### config.mk
export PLATFORM = sky130hd
export DESIGN_NAME = utf8_decode_emoji_run_split_top
export DESIGN_NICKNAME = d
export VERILOG_FILES = /design/src/rtl/utf8de_pkg.sv /design/src/rtl/utf8de_front.sv /design/src/rtl/utf8de_fifo.sv /design/src/rtl/utf8de_back.sv /design/src/rtl/utf8_decode_emoji_run_split_top.sv
export SDC_FILE = /design/constraint.sdc
export NUM_CORES = 1
export LEC_CHECK = 0
export BUFFER_PORTS_ARGS = -buffer_cell sky130_fd_sc_hd__buf_2
export CAP_MARGIN = 20
export CORE_UTILIZATION = 40
export DETAILED_ROUTE_END_ITERATION = 16
export GPL_ROUTABILITY_DRIVEN = 1
export PLACE_DENSITY = 0.61
export SLEW_MARGIN = 20
export SYNTH_ARGS = -nofsm -noshare
export SYNTH_HDL_FRONTEND = slang
export SYNTH_SLANG_ARGS = --single-unit
### constraint.sdc
create_clock -name clk_i -period 7.6 [get_ports clk_i]
set_input_delay 0.76 -clock clk_i [delete_from_list [all_inputs] [get_ports clk_i]]
set_output_delay 0.76 -clock clk_i [all_outputs]
set_load 0.02 [all_outputs]
### src/rtl/utf8de_pkg.sv
`timescale 1ns / 1ps
package utf8de_pkg;

  localparam int unsigned CP_W       = 21;
  localparam int unsigned LEN_W      = 3;
  localparam int unsigned OFS_W      = 32;
  localparam int unsigned FIFO_DEPTH = 4;

  localparam logic [CP_W-1:0] REPLACEMENT_CP = 21'h00FFFD;

  typedef struct packed {
    logic [2:0]       rep_cnt;   // leading U+FFFD results
    logic             has_tail;  // one decoded result after them
    logic [CP_W-1:0]  tail_cp;
    logic [LEN_W-1:0] tail_len;
    logic             eot;
  } job_t;

  function automatic logic in_emoji_set(input logic [CP_W-1:0] cp);
    logic hit;
    hit = 1'b0;
    if (cp >= 21'h1F300 && cp <= 21'h1FAFF) hit = 1'b1;
    if (cp >= 21'h1F000 && cp <= 21'h1F0FF) hit = 1'b1;
    if (cp >= 21'h02600 && cp <= 21'h027BF) hit = 1'b1;
    if (cp >= 21'h1F1E6 && cp <= 21'h1F1FF) hit = 1'b1;
    if (cp == 21'h0FE0F || cp == 21'h0200D) hit = 1'b1;
    return hit;
  endfunction

endpackage

### src/rtl/utf8de_front.sv
`timescale 1ns / 1ps
module utf8de_front (
  input  logic                clk_i,
  input  logic                rst_ni,
  input  logic                accept_i,
  input  logic [7:0]          byte_i,
  input  logic                eot_i,
  output logic                push_o,
  output utf8de_pkg::job_t    job_o
);
  import utf8de_pkg::*;

  logic [CP_W-1:0]  partial_q, partial_d;
  logic [2:0]       seq_len_q, seq_len_d;
  logic [2:0]       taken_q, taken_d;

  logic             is_cont;
  logic [CP_W-1:0]  cont_val;
  logic [2:0]       taken_inc;
  job_t             job;

  always_comb begin
    is_cont   = (byte_i[7:6] == 2'b10);
    cont_val  = {partial_q[CP_W-7:0], byte_i[5:0]};
    taken_inc = taken_q + 3'd1;

    job          = '0;
    job.eot      = eot_i;
    job.tail_len = 3'd1;
    partial_d    = partial_q;
    seq_len_d    = seq_len_q;
    taken_d      = taken_q;

    if (seq_len_q != 3'd0 && is_cont) begin
      if (taken_inc >= seq_len_q) begin
        job.has_tail = 1'b1;
        job.tail_cp  = cont_val;
        job.tail_len = seq_len_q;
        partial_d    = '0;
        seq_len_d    = 3'd0;
        taken_d      = 3'd0;
      end else begin
        partial_d = cont_val;
        taken_d   = taken_inc;
        if (eot_i) begin
          job.rep_cnt = taken_inc;
        end
      end
    end else begin
      // flush any pending bytes, then treat this byte as a lead
      job.rep_cnt = (seq_len_q != 3'd0) ? taken_q : 3'd0;
      partial_d   = '0;
      seq_len_d   = 3'd0;
      taken_d     = 3'd0;
      if (!byte_i[7]) begin
        job.has_tail = 1'b1;
        job.tail_cp  = {13'd0, byte_i};
      end else if (byte_i[7:5] == 3'b110) begin
        seq_len_d = 3'd2;
        taken_d   = 3'd1;
        partial_d = {16'd0, byte_i[4:0]};
      end else if (byte_i[7:4] == 4'b1110) begin
        seq_len_d = 3'd3;
        taken_d   = 3'd1;
        partial_d = {17'd0, byte_i[3:0]};
      end else if (byte_i[7:3] == 5'b11110) begin
        seq_len_d = 3'd4;
        taken_d   = 3'd1;
        partial_d = {18'd0, byte_i[2:0]};
      end else begin
        job.rep_cnt = job.rep_cnt + 3'd1;
      end
      if (eot_i && seq_len_d != 3'd0) begin
        job.rep_cnt = job.rep_cnt + 3'd1;
      end
    end

    if (eot_i) begin
      partial_d = '0;
      seq_len_d = 3'd0;
      taken_d   = 3'd0;
    end
  end

  always_ff @(posedge clk_i or negedge rst_ni) begin
    if (!rst_ni) begin
      partial_q <= '0;
      seq_len_q <= 3'd0;
      taken_q   <= 3'd0;
    end else if (accept_i) begin
      partial_q <= partial_d;
      seq_len_q <= seq_len_d;
      taken_q   <= taken_d;
    end
  end

  assign job_o  = job;
  assign push_o = accept_i && (job.rep_cnt != 3'd0 || job.has_tail || eot_i);

endmodule

### src/rtl/utf8de_fifo.sv
`timescale 1ns / 1ps
module utf8de_fifo #(
  parameter int unsigned Depth = utf8de_pkg::FIFO_DEPTH
) (
  input  logic                clk_i,
  input  logic                rst_ni,
  input  logic                push_i,
  input  utf8de_pkg::job_t    job_i,
  input  logic                pop_i,
  output logic                full_o,
  output logic                valid_o,
  output utf8de_pkg::job_t    job_o
);
  import utf8de_pkg::*;

  localparam int unsigned PtrW = (Depth > 1) ? $clog2(Depth) : 1;
  localparam int unsigned CntW = $clog2(Depth + 1);

  job_t            mem_q [Depth];
  logic [PtrW-1:0] wptr_q, rptr_q;
  logic [CntW-1:0] cnt_q;
  logic            do_push, do_pop;

  assign full_o  = (cnt_q == CntW'(Depth));
  assign valid_o = (cnt_q != '0);
  assign job_o   = mem_q[rptr_q];
  assign do_push = push_i && !full_o;
  assign do_pop  = pop_i && valid_o;

  always_ff @(posedge clk_i) begin
    if (do_push) begin
      mem_q[wptr_q] <= job_i;
    end
  end

  always_ff @(posedge clk_i or negedge rst_ni) begin
    if (!rst_ni) begin
      wptr_q <= '0;
      rptr_q <= '0;
      cnt_q  <= '0;
    end else begin
      if (do_push) begin
        wptr_q <= (wptr_q == PtrW'(Depth - 1)) ? '0 : wptr_q + PtrW'(1);
      end
      if (do_pop) begin
        rptr_q <= (rptr_q == PtrW'(Depth - 1)) ? '0 : rptr_q + PtrW'(1);
      end
      if (do_push && !do_pop) begin
        cnt_q <= cnt_q + CntW'(1);
      end else if (do_pop && !do_push) begin
        cnt_q <= cnt_q - CntW'(1);
      end
    end
  end

endmodule

### src/rtl/utf8de_back.sv
`timescale 1ns / 1ps
module utf8de_back (
  input  logic                          clk_i,
  input  logic                          rst_ni,
  input  logic                          emoji_font_i,
  input  logic                          head_valid_i,
  input  utf8de_pkg::job_t              head_i,
  output logic                          pop_o,
  output logic                          out_valid_o,
  input  logic                          out_ready_i,
  output logic [utf8de_pkg::CP_W-1:0]   code_point_o,
  output logic [utf8de_pkg::LEN_W-1:0]  byte_length_o,
  output logic [utf8de_pkg::OFS_W-1:0]  byte_offset_o,
  output logic                          emoji_o,
  output logic                          run_start_o,
  output logic                          last_o
);
  import utf8de_pkg::*;

  logic [2:0]       idx_q, idx_d;
  logic [OFS_W-1:0] pos_q, pos_d;
  logic             prev_emo_q, prev_emo_d;
  logic             seen_q, seen_d;
  logic             valid_q, valid_d;

  logic [CP_W-1:0]  cp_q, cp_sel;
  logic [LEN_W-1:0] len_q, len_sel;
  logic [OFS_W-1:0] ofs_q;
  logic             emo_q, run_q, last_q;

  logic [2:0] total;
  logic       can_emit, fire, emit, last_item, emo;

  always_comb begin
    total     = head_i.rep_cnt + {2'b00, head_i.has_tail};
    can_emit  = !valid_q || out_ready_i;
    fire      = head_valid_i && can_emit;
    emit      = fire && (total != 3'd0);
    last_item = (idx_q == total - 3'd1);
    if (head_i.has_tail && idx_q == head_i.rep_cnt) begin
      cp_sel  = head_i.tail_cp;
      len_sel = head_i.tail_len;
    end else begin
      cp_sel  = REPLACEMENT_CP;
      len_sel = 3'd1;
    end
    emo = emoji_font_i && in_emoji_set(cp_sel);

    pop_o      = fire && (total == 3'd0 || last_item);
    valid_d    = can_emit ? emit : valid_q;
    idx_d      = idx_q;
    pos_d      = pos_q;
    prev_emo_d = prev_emo_q;
    seen_d     = seen_q;

    if (emit) begin
      idx_d      = last_item ? 3'd0 : idx_q + 3'd1;
      pos_d      = pos_q + {29'd0, len_sel};
      prev_emo_d = emo;
      seen_d     = 1'b1;
    end
    if (pop_o && head_i.eot) begin
      pos_d      = '0;
      prev_emo_d = 1'b0;
      seen_d     = 1'b0;
    end
  end

  always_ff @(posedge clk_i or negedge rst_ni) begin
    if (!rst_ni) begin
      idx_q      <= 3'd0;
      pos_q      <= '0;
      prev_emo_q <= 1'b0;
      seen_q     <= 1'b0;
      valid_q    <= 1'b0;
    end else begin
      idx_q      <= idx_d;
      pos_q      <= pos_d;
      prev_emo_q <= prev_emo_d;
      seen_q     <= seen_d;
      valid_q    <= valid_d;
    end
  end

  always_ff @(posedge clk_i) begin
    if (emit) begin
      cp_q   <= cp_sel;
      len_q  <= len_sel;
      ofs_q  <= pos_q;
      emo_q  <= emo;
      run_q  <= !seen_q || (emo != prev_emo_q);
      last_q <= head_i.eot && last_item;
    end
  end

  assign out_valid_o   = valid_q;
  assign code_point_o  = cp_q;
  assign byte_length_o = len_q;
  assign byte_offset_o = ofs_q;
  assign emoji_o       = emo_q;
  assign run_start_o   = run_q;
  assign last_o        = last_q;

endmodule

### src/rtl/utf8_decode_emoji_run_split_top.sv
`timescale 1ns / 1ps
// channel  | direction | payload
// s_axis   | in        | tdata[7:0] text_byte, tlast end_of_text
// m_axis   | out       | tdata code_point/byte_length/byte_offset, tuser flags, tlast
// cfg      | in        | cfg_data_i[0] emoji_font_present
//
// One byte per cycle is accepted while the request queue has room.
// Results leave at one per cycle while m_axis is ready; a byte causing several
// results holds the back end until all are sent, and the queue absorbs the burst.
// A byte's job is registered in the request queue, and its results again at the output.
// Reset clears decode state, offsets and the emoji font register.
module utf8_decode_emoji_run_split_top #(
  parameter int unsigned FifoDepth = utf8de_pkg::FIFO_DEPTH
) (
  input  logic        clk_i,
  input  logic        rst_ni,
  input  logic        s_axis_tvalid_i,
  output logic        s_axis_tready_o,
  input  logic [7:0]  s_axis_tdata_i,   // [7:0] text_byte
  input  logic        s_axis_tlast_i,
  output logic        m_axis_tvalid_o,
  input  logic        m_axis_tready_i,
  output logic [55:0] m_axis_tdata_o,   // [20:0] code_point, [23:21] byte_length,
                                        // [55:24] byte_offset
  output logic [1:0]  m_axis_tuser_o,   // [0] emoji flag, [1] run_start
  output logic        m_axis_tlast_o,
  input  logic        cfg_valid_i,
  output logic        cfg_ready_o,
  input  logic [0:0]  cfg_data_i
);
  import utf8de_pkg::*;

  logic             emoji_font_q;
  logic             full, accept, push, pop, head_valid;
  job_t             job, head;
  logic [CP_W-1:0]  cp;
  logic [LEN_W-1:0] len;
  logic [OFS_W-1:0] ofs;
  logic             emo, run;

  assign cfg_ready_o     = 1'b1;
  assign s_axis_tready_o = !full;
  assign accept          = s_axis_tvalid_i && !full;

  always_ff @(posedge clk_i or negedge rst_ni) begin
    if (!rst_ni) begin
      emoji_font_q <= 1'b0;
    end else if (cfg_valid_i) begin
      emoji_font_q <= cfg_data_i[0];
    end
  end

  utf8de_front u_front (
    .clk_i    (clk_i),
    .rst_ni   (rst_ni),
    .accept_i (accept),
    .byte_i   (s_axis_tdata_i),
    .eot_i    (s_axis_tlast_i),
    .push_o   (push),
    .job_o    (job)
  );

  utf8de_fifo #(
    .Depth (FifoDepth)
  ) u_fifo (
    .clk_i   (clk_i),
    .rst_ni  (rst_ni),
    .push_i  (push),
    .job_i   (job),
    .pop_i   (pop),
    .full_o  (full),
    .valid_o (head_valid),
    .job_o   (head)
  );

  utf8de_back u_back (
    .clk_i         (clk_i),
    .rst_ni        (rst_ni),
    .emoji_font_i  (emoji_font_q),
    .head_valid_i  (head_valid),
    .head_i        (head),
    .pop_o         (pop),
    .out_valid_o   (m_axis_tvalid_o),
    .out_ready_i   (m_axis_tready_i),
    .code_point_o  (cp),
    .byte_length_o (len),
    .byte_offset_o (ofs),
    .emoji_o       (emo),
    .run_start_o   (run),
    .last_o        (m_axis_tlast_o)
  );

  assign m_axis_tdata_o = {ofs, len, cp};
  assign m_axis_tuser_o = {run, emo};

endmodule
# After elaboration in Yosys (flattened, before gate mapping)
# Memory sizes are Yosys's and may differ from the RTL's.
# Index checks and enable logic that the tools add are counted.
# totals
register_bits	126
ramBits	116
input_bits	15
output_inout_bits	62
word_cells	146
n_memories	1
# mem_list
name	words	word_bits	rd	rd_clocked_by_memory_dff	wr	line_no	rtl
u_fifo.mem_q	4	29	1	0	1	utf8de_fifo.sv:19	job_t mem_q [Depth];
# op_classes
add_sub_neg	11
magnitude_cmp	9
n_eq_ne	13
muxes	55
reduce_logical	39
# ops
cell	n
3-bit 2-to-1 mux	29
15-bit 2-to-1 mux	5
32-bit 2-to-1 mux	2
21-bit by 17-bit greater-or-equal comparator with 1-bit output, second input constant	3
21-bit by 17-bit less-or-equal comparator with 1-bit output, second input constant	3
25-bit 2-to-1 mux	2
32-bit by 3-bit adder with 32-bit output	1
22-bit 2-to-1 mux	1
21-bit by 14-bit == test with 1-bit output, second input constant	1
21-bit by 16-bit == test with 1-bit output, second input constant	1
21-bit by 14-bit greater-or-equal comparator with 1-bit output, second input constant	1
21-bit by 14-bit less-or-equal comparator with 1-bit output, second input constant	1
21-bit 2-to-1 mux	1
1-bit logical AND	19
3-bit by 1-bit adder with 3-bit output, second input constant	5
3-bit nonzero test	5
1-bit 2-to-1 mux	12
2-bit == test, second input constant	3
3-bit == test	2
3-bit == test, second input constant	2
1-bit logical OR	6
3-bit by 1-bit subtractor with 3-bit output, second input constant	2
5-bit == test, second input constant	1
1-bit zero test	5
other kinds (11)	14

# Logic depth before layout (Yosys ltp)
# Gate-level depths: netlist of run 1.
# logic_depth
word_depth	20
depth_mapped	20
depth_no_buf	17

# Cells and area by module
# A second synthesis of run 1 with hierarchy kept.
# unflattened
hier_cells	718
area_unflattened_um2	10606.4
# by_module_without_submodules
mod	n_inst	cells_each	area_each_um2	seq_area_each_um2
utf8de_fifo	1	188	4642.0	3658.5
utf8de_back	1	358	4374.2	2722.6
utf8de_front	1	164	1514.0	525.5
utf8_decode_emoji_run_split_top	1	8	76.3	25.0

# Worst setup path after synthesis of run 1
# Ideal clock, no wire load.
# synth_path
kind	register to register
start	reg u_fifo.rptr_q[0]
end	reg u_back.pos_q[8]
setup_time_ns	0.132
arrival_ns	4.851
t_required_ns	7.468
path_slack_ns	2.617
path_stages_with_launch	18
n_path_buf	4
period_less_slack_ns	4.983
path_cell_list	dfrtp_1 -> buf_6 -> buf_12 -> buf_4 -> mux4_2 -> ha_1 -> ha_1 -> inv_1 -> ha_1 -> ha_1 -> or3_1 -> clkbuf_1 -> clkinv_1 -> nand3_1 -> nor2_1 -> and3_1 -> xnor2_1 -> nor2_1
# synth_via
word_cells_on_any_way	17
cone_classes	3 x add/sub; 2 x eq/ne; 3 x mux; 8 x reduce/logical; 1 x memory
# synth_lines
element	line_no	rtl
start, declared	utf8de_fifo.sv:20	logic [PtrW-1:0] wptr_q, rptr_q;
start signal, assigned	utf8de_fifo.sv:46	rptr_q <= (rptr_q == PtrW'(Depth - 1)) ? '0 : rptr_q + PtrW'(1);
memory read 4 x 29 bit	--	
3-bit by 1-bit adder with 3-bit output	utf8de_back.sv:35	total = head_i.rep_cnt + {2'b00, head_i.has_tail};
3-bit nonzero test	utf8de_back.sv:38	emit = fire && (total != 3'd0);
1-bit logical AND	utf8de_back.sv:38	
named net u_back.emit	utf8de_back.sv:32	logic can_emit, fire, emit, last_item, emo;
2-bit nonzero test (no source line)	--	
end signal, assigned	utf8de_back.sv:78	pos_q <= pos_d;
end, declared	utf8de_back.sv:21	logic [OFS_W-1:0] pos_q, pos_d;
# The timed path passes the listed nets, and every way through them passes these cells. The select of a mux whose other input is x is not followed.
# A chain may end at the register's enable or synchronous reset.

# Final worst setup path of run 1
# layout_path
start	reg u_fifo.rptr_q[0]
end	reg u_fifo.cnt_q[1]
# layout_via
elab_chain_len	10
word_cells_on_any_way	13
cone_classes	2 x add/sub; 1 x eq/ne; 1 x mux; 8 x reduce/logical; 1 x memory
# layout_rtl
element	line_no	rtl
memory read 4 x 29 bit (*)	--	
3-bit by 1-bit adder with 3-bit output (*)	utf8de_back.sv:35	
3-bit by 1-bit subtractor with 3-bit output	utf8de_back.sv:39	last_item = (idx_q == total - 3'd1);
3-bit == test	utf8de_back.sv:39	
1-bit logical OR (*)	utf8de_back.sv:49	pop_o = fire && (total == 3'd0 || last_item);
1-bit logical AND (*)	utf8de_back.sv:49	
1-bit logical AND (*)	utf8de_fifo.sv:28	assign do_pop = pop_i && valid_o;
1-bit zero test	utf8de_fifo.sv:48	if (do_push && !do_pop) begin
1-bit logical AND	utf8de_fifo.sv:48	
3-bit 2-to-1 mux / 2-bit nonzero test (equally long branches)	--	
end signal, assigned	utf8de_fifo.sv:49	cnt_q <= cnt_q + CntW'(1);
end signal, assigned	utf8de_fifo.sv:51	cnt_q <= cnt_q - CntW'(1);
end, declared	utf8de_fifo.sv:21	logic [CntW-1:0] cnt_q;
# Every way passes the cells marked *; elsewhere a longest branch is shown, timed or not.

==> flow_metrics.tcl, run 1 <==
set metrics [dict create \
    status "finished clean" \
    fin_tns_setup_ns 0 \
    netlist_area_sq_um 10330 \
    power_density_nw_per_um2 399.6 \
    fp.dieW_um 162.7 \
    synthTopCellsByArea "edfxtp_1, dfrtp_1, mux4_2" \
    synth_edf_count 175 \
    drv_slew 0 \
    start_util_pct 40.91 \
    dr.pass1.iters 4 \
    maxCapViolCount 0 \
    fin_crit_ns 4.619 \
    hold_buffers 0 \
    grt_remaining_overflow 0 \
    wl_per_cell_um 17.22 \
    final_hold_viol_count 0 \
    hpwl_um 12560 \
    die_height_um 162.7 \
    antenna_cells 0 \
    fin_nets 810 \
    yosysUniqueCellTypes 66 \
    setup.worst_path.start_class "flip-flop" \
    p_leak_uw 0.004536 \
    synth-seq-area-share_pct 67.09 \
    postCtsSetupBuffers 0 \
    crit_type "reg -> reg" \
    syn_to_final_growth_pct 14.76 \
    die-area_sq_um 26480 \
    antenna_left 0 \
    ios 77 \
    multi_input_area_sq_um 3177 \
    drt-vias-per-instance 5.165 \
    nFillCells 2226 \
    final_common_cell "edfxtp_1" \
    ir_drop_v 0.0002739 \
    clockBufferDepth 3 \
    synth_area_per_cell_sq_um 14.97 \
    synth_top_area_share_pct 50.86 \
    synth_nets 727 \
    first_global_vias 5853 \
    vias 5795 \
    remaining_drc_errors 0 \
    place_congestion 0.8057 \
    finalWorstSetupSlack_ns 2.981 \
    period_share_pct 60.78 \
    clk_pin_slew_worst_paths_ns 0.06 \
    grt_pass1_wl_um 31640 \
    synth_top_area_cell "edfxtp_1" \
    clkLatencyLatePin_ns 0.52 \
    cts_tree "done" \
    mostFrequentLayoutCells "edfxtp_1, buf_2, dfrtp_1" \
    htreeDepth 1 \
    rsz0062_at_grt "no" \
    rows 58 \
    grt_use_total_pct 15.19 \
    arrival_ns 5.02 \
    crit_path_end_kind "flip-flop" \
    grt_max_degree 68 \
    core_area_sq_um 25250 \
    pre_cts_slack_ns 2.913 \
    worstPathRequired_ns 8.00 \
    synth_seq_cells 242 \
    tightest_slew_ns 0.9675 \
    ys.flop_type "edfxtp_1" \
    dr.first_iter.drc_count 446 \
    regArea_sq_um 6933 \
    utilization_pct 46.95 \
    path_max_fanout 17 \
    fin_skew_ns 0.01351 \
    synth_warnings 0 \
    fmax_ghz 0.2165 \
    synthArstFlopShare_pct 27.69 \
    antenna_found_initial 0 \
    cts_buffers 25 \
    portBuffers 75 \
    hp-class "in -> reg" \
    syn_inst 690 \
    setup_viol 0 \
    cts_root_buffer "clkbuf_16" \
    final_layout_size_suffix_gt1_share_pct 21.34 \
    drt-total-wl_um 19330 \
    max_slew_margin_pct 35.22 \
    ctsResizeCount 0 \
    cts.sinks 242 \
]
==> cells in the mapped netlist, drive strengths merged (7+ instances only) <==
library cell,number
a21oi,13
a22o,16
and2,37
and3,10
buf,11
clkbuf,14
dfrtp,67
edfxtp,175
ha,20
inv,23
mux2,9
mux4,29
nand2,39
nand2b,19
nand3,17
nand4,9
nor2,55
nor3,11
o21ai,17
or3,7
xnor2,20
xor2,19
==> where the power goes <==
part,internal [uW],switching (uW),leakage (uW)
sequential,1830,129,0.00256
combinational,573,994,0.00158
clock,728,485,0.000399
total,3130,1610,0.00454
==> cell families (layout without fill, tap and decap cells) <==
| group | Yosys count | count (layout) | synth area share (%) |
|---|---|---|---|
| compound gates | 74 | 74 | 5.256 |
| fa+ha+maj | 22 | 22 | 2.809 |
| mux | 38 | 38 | 7.375 |
| buf+inv | 49 | 151 | 2.264 |
| simple gates | 224 | 224 | 11.65 |
| flops | 242 | 242 | 67.09 |
| xor+xnor | 40 | 40 | 3.524 |
| other cells | 1 | 1 | 0.03629 |
==> final timing paths <==
check                                  from                        to  slack [ns]  cells past startpoint
max                        u_fifo.rptr_q[0]           u_fifo.cnt_q[1]        2.98                     15
max in group asynchronous            rst_ni          u_fifo.rptr_q[0]        6.49                      2
max reg2reg                u_fifo.rptr_q[0]           u_fifo.cnt_q[1]        2.98                     15
min reg2reg                u_back.pos_q[31]  u_back.byte_offset_o[31]        0.49                      0
min                             cfg_valid_i              emoji_font_q        0.45                      2
min in group asynchronous            rst_ni          u_back.pos_q[12]        0.47                      2
==> per-layer routing <==
layer	routed length [um]	global-route usage (%)	vias to the layer above	share of wire, %
li1	-	-	2751	-
met1	9307	22.08	2898	48
met2	8864	23.87	121	46
met3	889	2.343	25	4.6
met4	265	3.823	0	1.4
met5	0	0	-	0
==> per-stage QoR <==
stage | hold slack, ns | total power [uW] | instance area, sq um | cells
floorplan | 0.4457 | 3162 | 10330 | 690
detailed placement | 0.4767 | 3584 | 11030 | 1076
CTS | 0.4318 | 4809 | 11860 | 1122
finish | 0.4479 | 4739 | 11860 | 1122
global placement | 0.4711 | 3557 | 11030 | 1076
global route | 0.4689 | 5031 | 11860 | 1122
==> worst max-delay path, cell delays in order (launching register included) <==
cell     delay [ns]
dfrtp_2        0.70
buf_4          0.43
mux4_2         0.58
ha_1           0.29
inv_1          0.04
ha_1           0.18
ha_1           0.30
xnor2_1        0.12
nor3_1         0.34
nor2_1         0.07
nor3_1         0.37
inv_1          0.09
ha_1           0.24
inv_1          0.07
fa_1           0.40
mux2_2         0.26
==> final cells by class <==
cell class / count / share of cell area, %
inverter: 24 / 0.7597
tap: 330 / 3.482
clock buffer: 38 / 6.120
timing repair buffer: 81 / 3.545
clock inverter: 8 / 0.8336
sequential: 242 / 58.47
multi-input combinational: 399 / 26.79
==> flip-flops by register name, indices dropped and copies added (netlist names) <==
| signal | flops |
|---|---|
| u_back.run_start_o | 1 |
| u_fifo.cnt_q | 3 |
| u_back.idx_q | 3 |
| u_back.out_valid_o | 1 |
| u_back.byte_length_o | 3 |
| u_front.taken_q | 3 |
| u_back.seen_q | 1 |
| emoji_font_q | 1 |
| u_back.byte_offset_o | 32 |
| u_front.partial_q | 15 |
| u_front.seq_len_q | 3 |
| u_back.last_o | 1 |
| u_fifo.wptr_q | 2 |
| u_back.pos_q | 32 |
| u_back.prev_emo_q | 1 |
| u_back.code_point_o | 21 |
| u_back.emoji_o | 1 |
| u_fifo.rptr_q | 2 |
| u_fifo.mem_q | 116 |
Note: power is estimated with default switching activity, not from simulation.
==> run 2: changes to the inputs <==
==> constraint.sdc (replaced) <==
create_clock -name clk_i -period 4.7 [get_ports clk_i]
set_input_delay 0.47 -clock clk_i [delete_from_list [all_inputs] [get_ports clk_i]]
set_output_delay 0.47 -clock clk_i [all_outputs]
set_load 0.02 [all_outputs]
==> run 2 against run 1 <==
  * Wire length shrank 1.4%
  * Combinational power grew 64%
  * Critical path type unchanged
  * Utilization is essentially flat
  * Worst setup slack lost 2.5 ns
  * Largest cell class unchanged
  * Sequential cell count is the same
  * Power grew 61%
  * Sequential share of layout area is essentially flat
  * Largest power group unchanged
  * Final area is essentially flat
  * First-iteration DRC count shrank 15%
==> flow_metrics.tcl, run 2 (synthesis gave the netlist of run 1 again) <==
set metrics [dict create \
    status "finished clean" \
    setup_viol 0 \
    period_share_pct 89.20 \
    rows 58 \
    grt_pass1_wl_um 31350 \
    final_layout_size_suffix_gt1_share_pct 21.30 \
    ctsResizeCount 0 \
    fp.dieW_um 162.7 \
    grt_remaining_overflow 0 \
    arrival_ns 4.58 \
    max_slew_margin_pct 46.93 \
    final_common_cell "edfxtp_1" \
    rr_startpoint "u_fifo.rptr_q[0]" \
    ir_drop_v 0.0005015 \
    finalWorstSetupSlack_ns 0.5075 \
    pre_cts_slack_ns 0.4801 \
    fin_crit_ns 4.192 \
    core_area_sq_um 25250 \
    cpMostUsedCell "ha_1" \
    clockBufferDepth 3 \
    cts_root_buffer "clkbuf_16" \
    drt-total-wl_um 19050 \
    fin_nets 817 \
    place_congestion 0.8309 \
    setup.worst_path.start_class "flip-flop" \
    crit_start "u_fifo.rptr_q[0]" \
    worstPathRequired_ns 5.09 \
    first_global_vias 5790 \
    clkLatencyLatePin_ns 0.51 \
    grt_max_degree 66 \
    fin_skew_ns 0.006561 \
    r2r_end "u_fifo.cnt_q[1]" \
    path_max_fanout 9 \
    critPathTopFamily "adder cells" \
    worstSetupPathDepth 15 \
    hp-class "in -> async" \
    crit_type "reg -> reg" \
    dr.pass1.iters 5 \
    cts.sinks 242 \
    crit_buf_inv 3 \
    reg2reg_slack_ns 0.51 \
    place_area_sq_um 11080 \
    die_height_um 162.7 \
    wl_per_cell_um 16.89 \
    final_hold_viol_count 0 \
    endpoint "u_fifo.cnt_q[1]" \
    largest_register "u_fifo.mem_q" \
    fmax_ghz 0.2385 \
    hold_buffers 0 \
    drv_slew 0 \
    reg2regPathDepth 15 \
    maxCapViolCount 0 \
    grt_use_total_pct 15.04 \
    crit_path_top_delay_cell "mux4_2" \
    antenna_found_initial 0 \
    die-area_sq_um 26480 \
    ios 77 \
    htreeDepth 1 \
    antenna_cells 0 \
    drt-vias-per-instance 5.118 \
    clk_pin_slew_worst_paths_ns 0.06 \
    hpwl_um 12580 \
    cts_tree "done" \
    mostFrequentLayoutCells "edfxtp_1, buf_2, dfrtp_1" \
    fin_tns_setup_ns 0 \
    crit_chain "mux4_2 -> ha_1 -> ha_1 -> inv_1 -> ha_1 -> ha_1 -> xnor2_1 -> nor3_1 -> nor2_1 -> nor3_1 -> inv_1 -> ha_1 -> inv_1 -> fa_1 -> mux2_2" \
    largest_register_ffs 116 \
    antenna_left 0 \
    rsz0062_at_grt "no" \
    critPathMaxStageDelay_ns 0.57 \
    cts_buffers 24 \
    tightest_slew_ns 0.7961 \
    power_density_nw_per_um2 642.0 \
    postCtsSetupBuffers 0 \
    p_leak_uw 0.004562 \
    remaining_drc_errors 0 \
    final_cell_area_sq_um 11870 \
    portBuffers 75 \
    syn_to_final_growth_pct 14.86 \
    vias 5773 \
    start_util_pct 40.91 \
    crit_path_end_kind "flip-flop" \
    dr.first_iter.drc_count 377 \
]
run 2: cell count changes in the layout (fill, tap and decap cells not counted), sizes merged:
cell,change
clkbuf,-5
buf,+8
clkinvlp,-1
clkinv,+5
bufinv,+1
inv,-2
run 2: layout make-up:
cell class,instances,area (sq um)
tap,330,412.9
clock buffer,33,655.6
fill,2204,13390
multi-input combinational,399,3167
inverter,24,91.34
sequential,242,6933
clock inverter,11,127.6
timing repair buffer,89,480.5
run 2: worst min path at each step:
stage,to,slack (ns),cells past startpoint
after floorplan,emoji_font_q,0.17,0
after global placement,u_back.byte_offset_o[21],0.47,0
after detailed placement,u_back.byte_offset_o[27],0.47,0
after CTS,u_back.pos_q[16],0.06,1
after global routing,u_back.pos_q[16],0.08,1
final,u_back.pos_q[16],0.03,1
run 2: metal layers:
layer / up-vias / GRT usage [%] / routed length [um]
met5: - / 0 / 0
met2: 128 / 23.19 / 8694
met4: 0 / 4.163 / 278
met3: 19 / 2.317 / 850
li1: 2758 / - / -
met1: 2868 / 22.11 / 9228
run 2: through the flow:
stage | hold slack, ns | utilization, % | cells | power (uW)
after floorplan | 0.1744 | - | 690 | 5100
after global placement | 0.4717 | 43.89 | 1084 | 5775
after detailed placement | 0.4741 | 43.89 | 1084 | 5814
after CTS | 0.05547 | 46.99 | 1128 | 7721
after global routing | 0.07863 | 46.99 | 1128 | 8091
final | 0.02865 | 46.99 | 1128 | 7620
run 2: power by group:
part	total [uW]	switching (uW)	internal, uW
sequential	3150	195	2960
clock	1900	758	1140
combinational	2570	1630	943
total	7620	2580	5040
run 2: worst reg2reg max path, cell delays in order, from the launching register on:
cell,delay (ns)
dfrtp_2,0.50
mux4_2,0.57
ha_1,0.22
ha_1,0.27
inv_1,0.04
ha_1,0.17
ha_1,0.30
xnor2_1,0.13
nor3_1,0.35
nor2_1,0.08
nor3_1,0.39
inv_1,0.10
ha_1,0.24
inv_1,0.07
fa_1,0.40
mux2_2,0.26
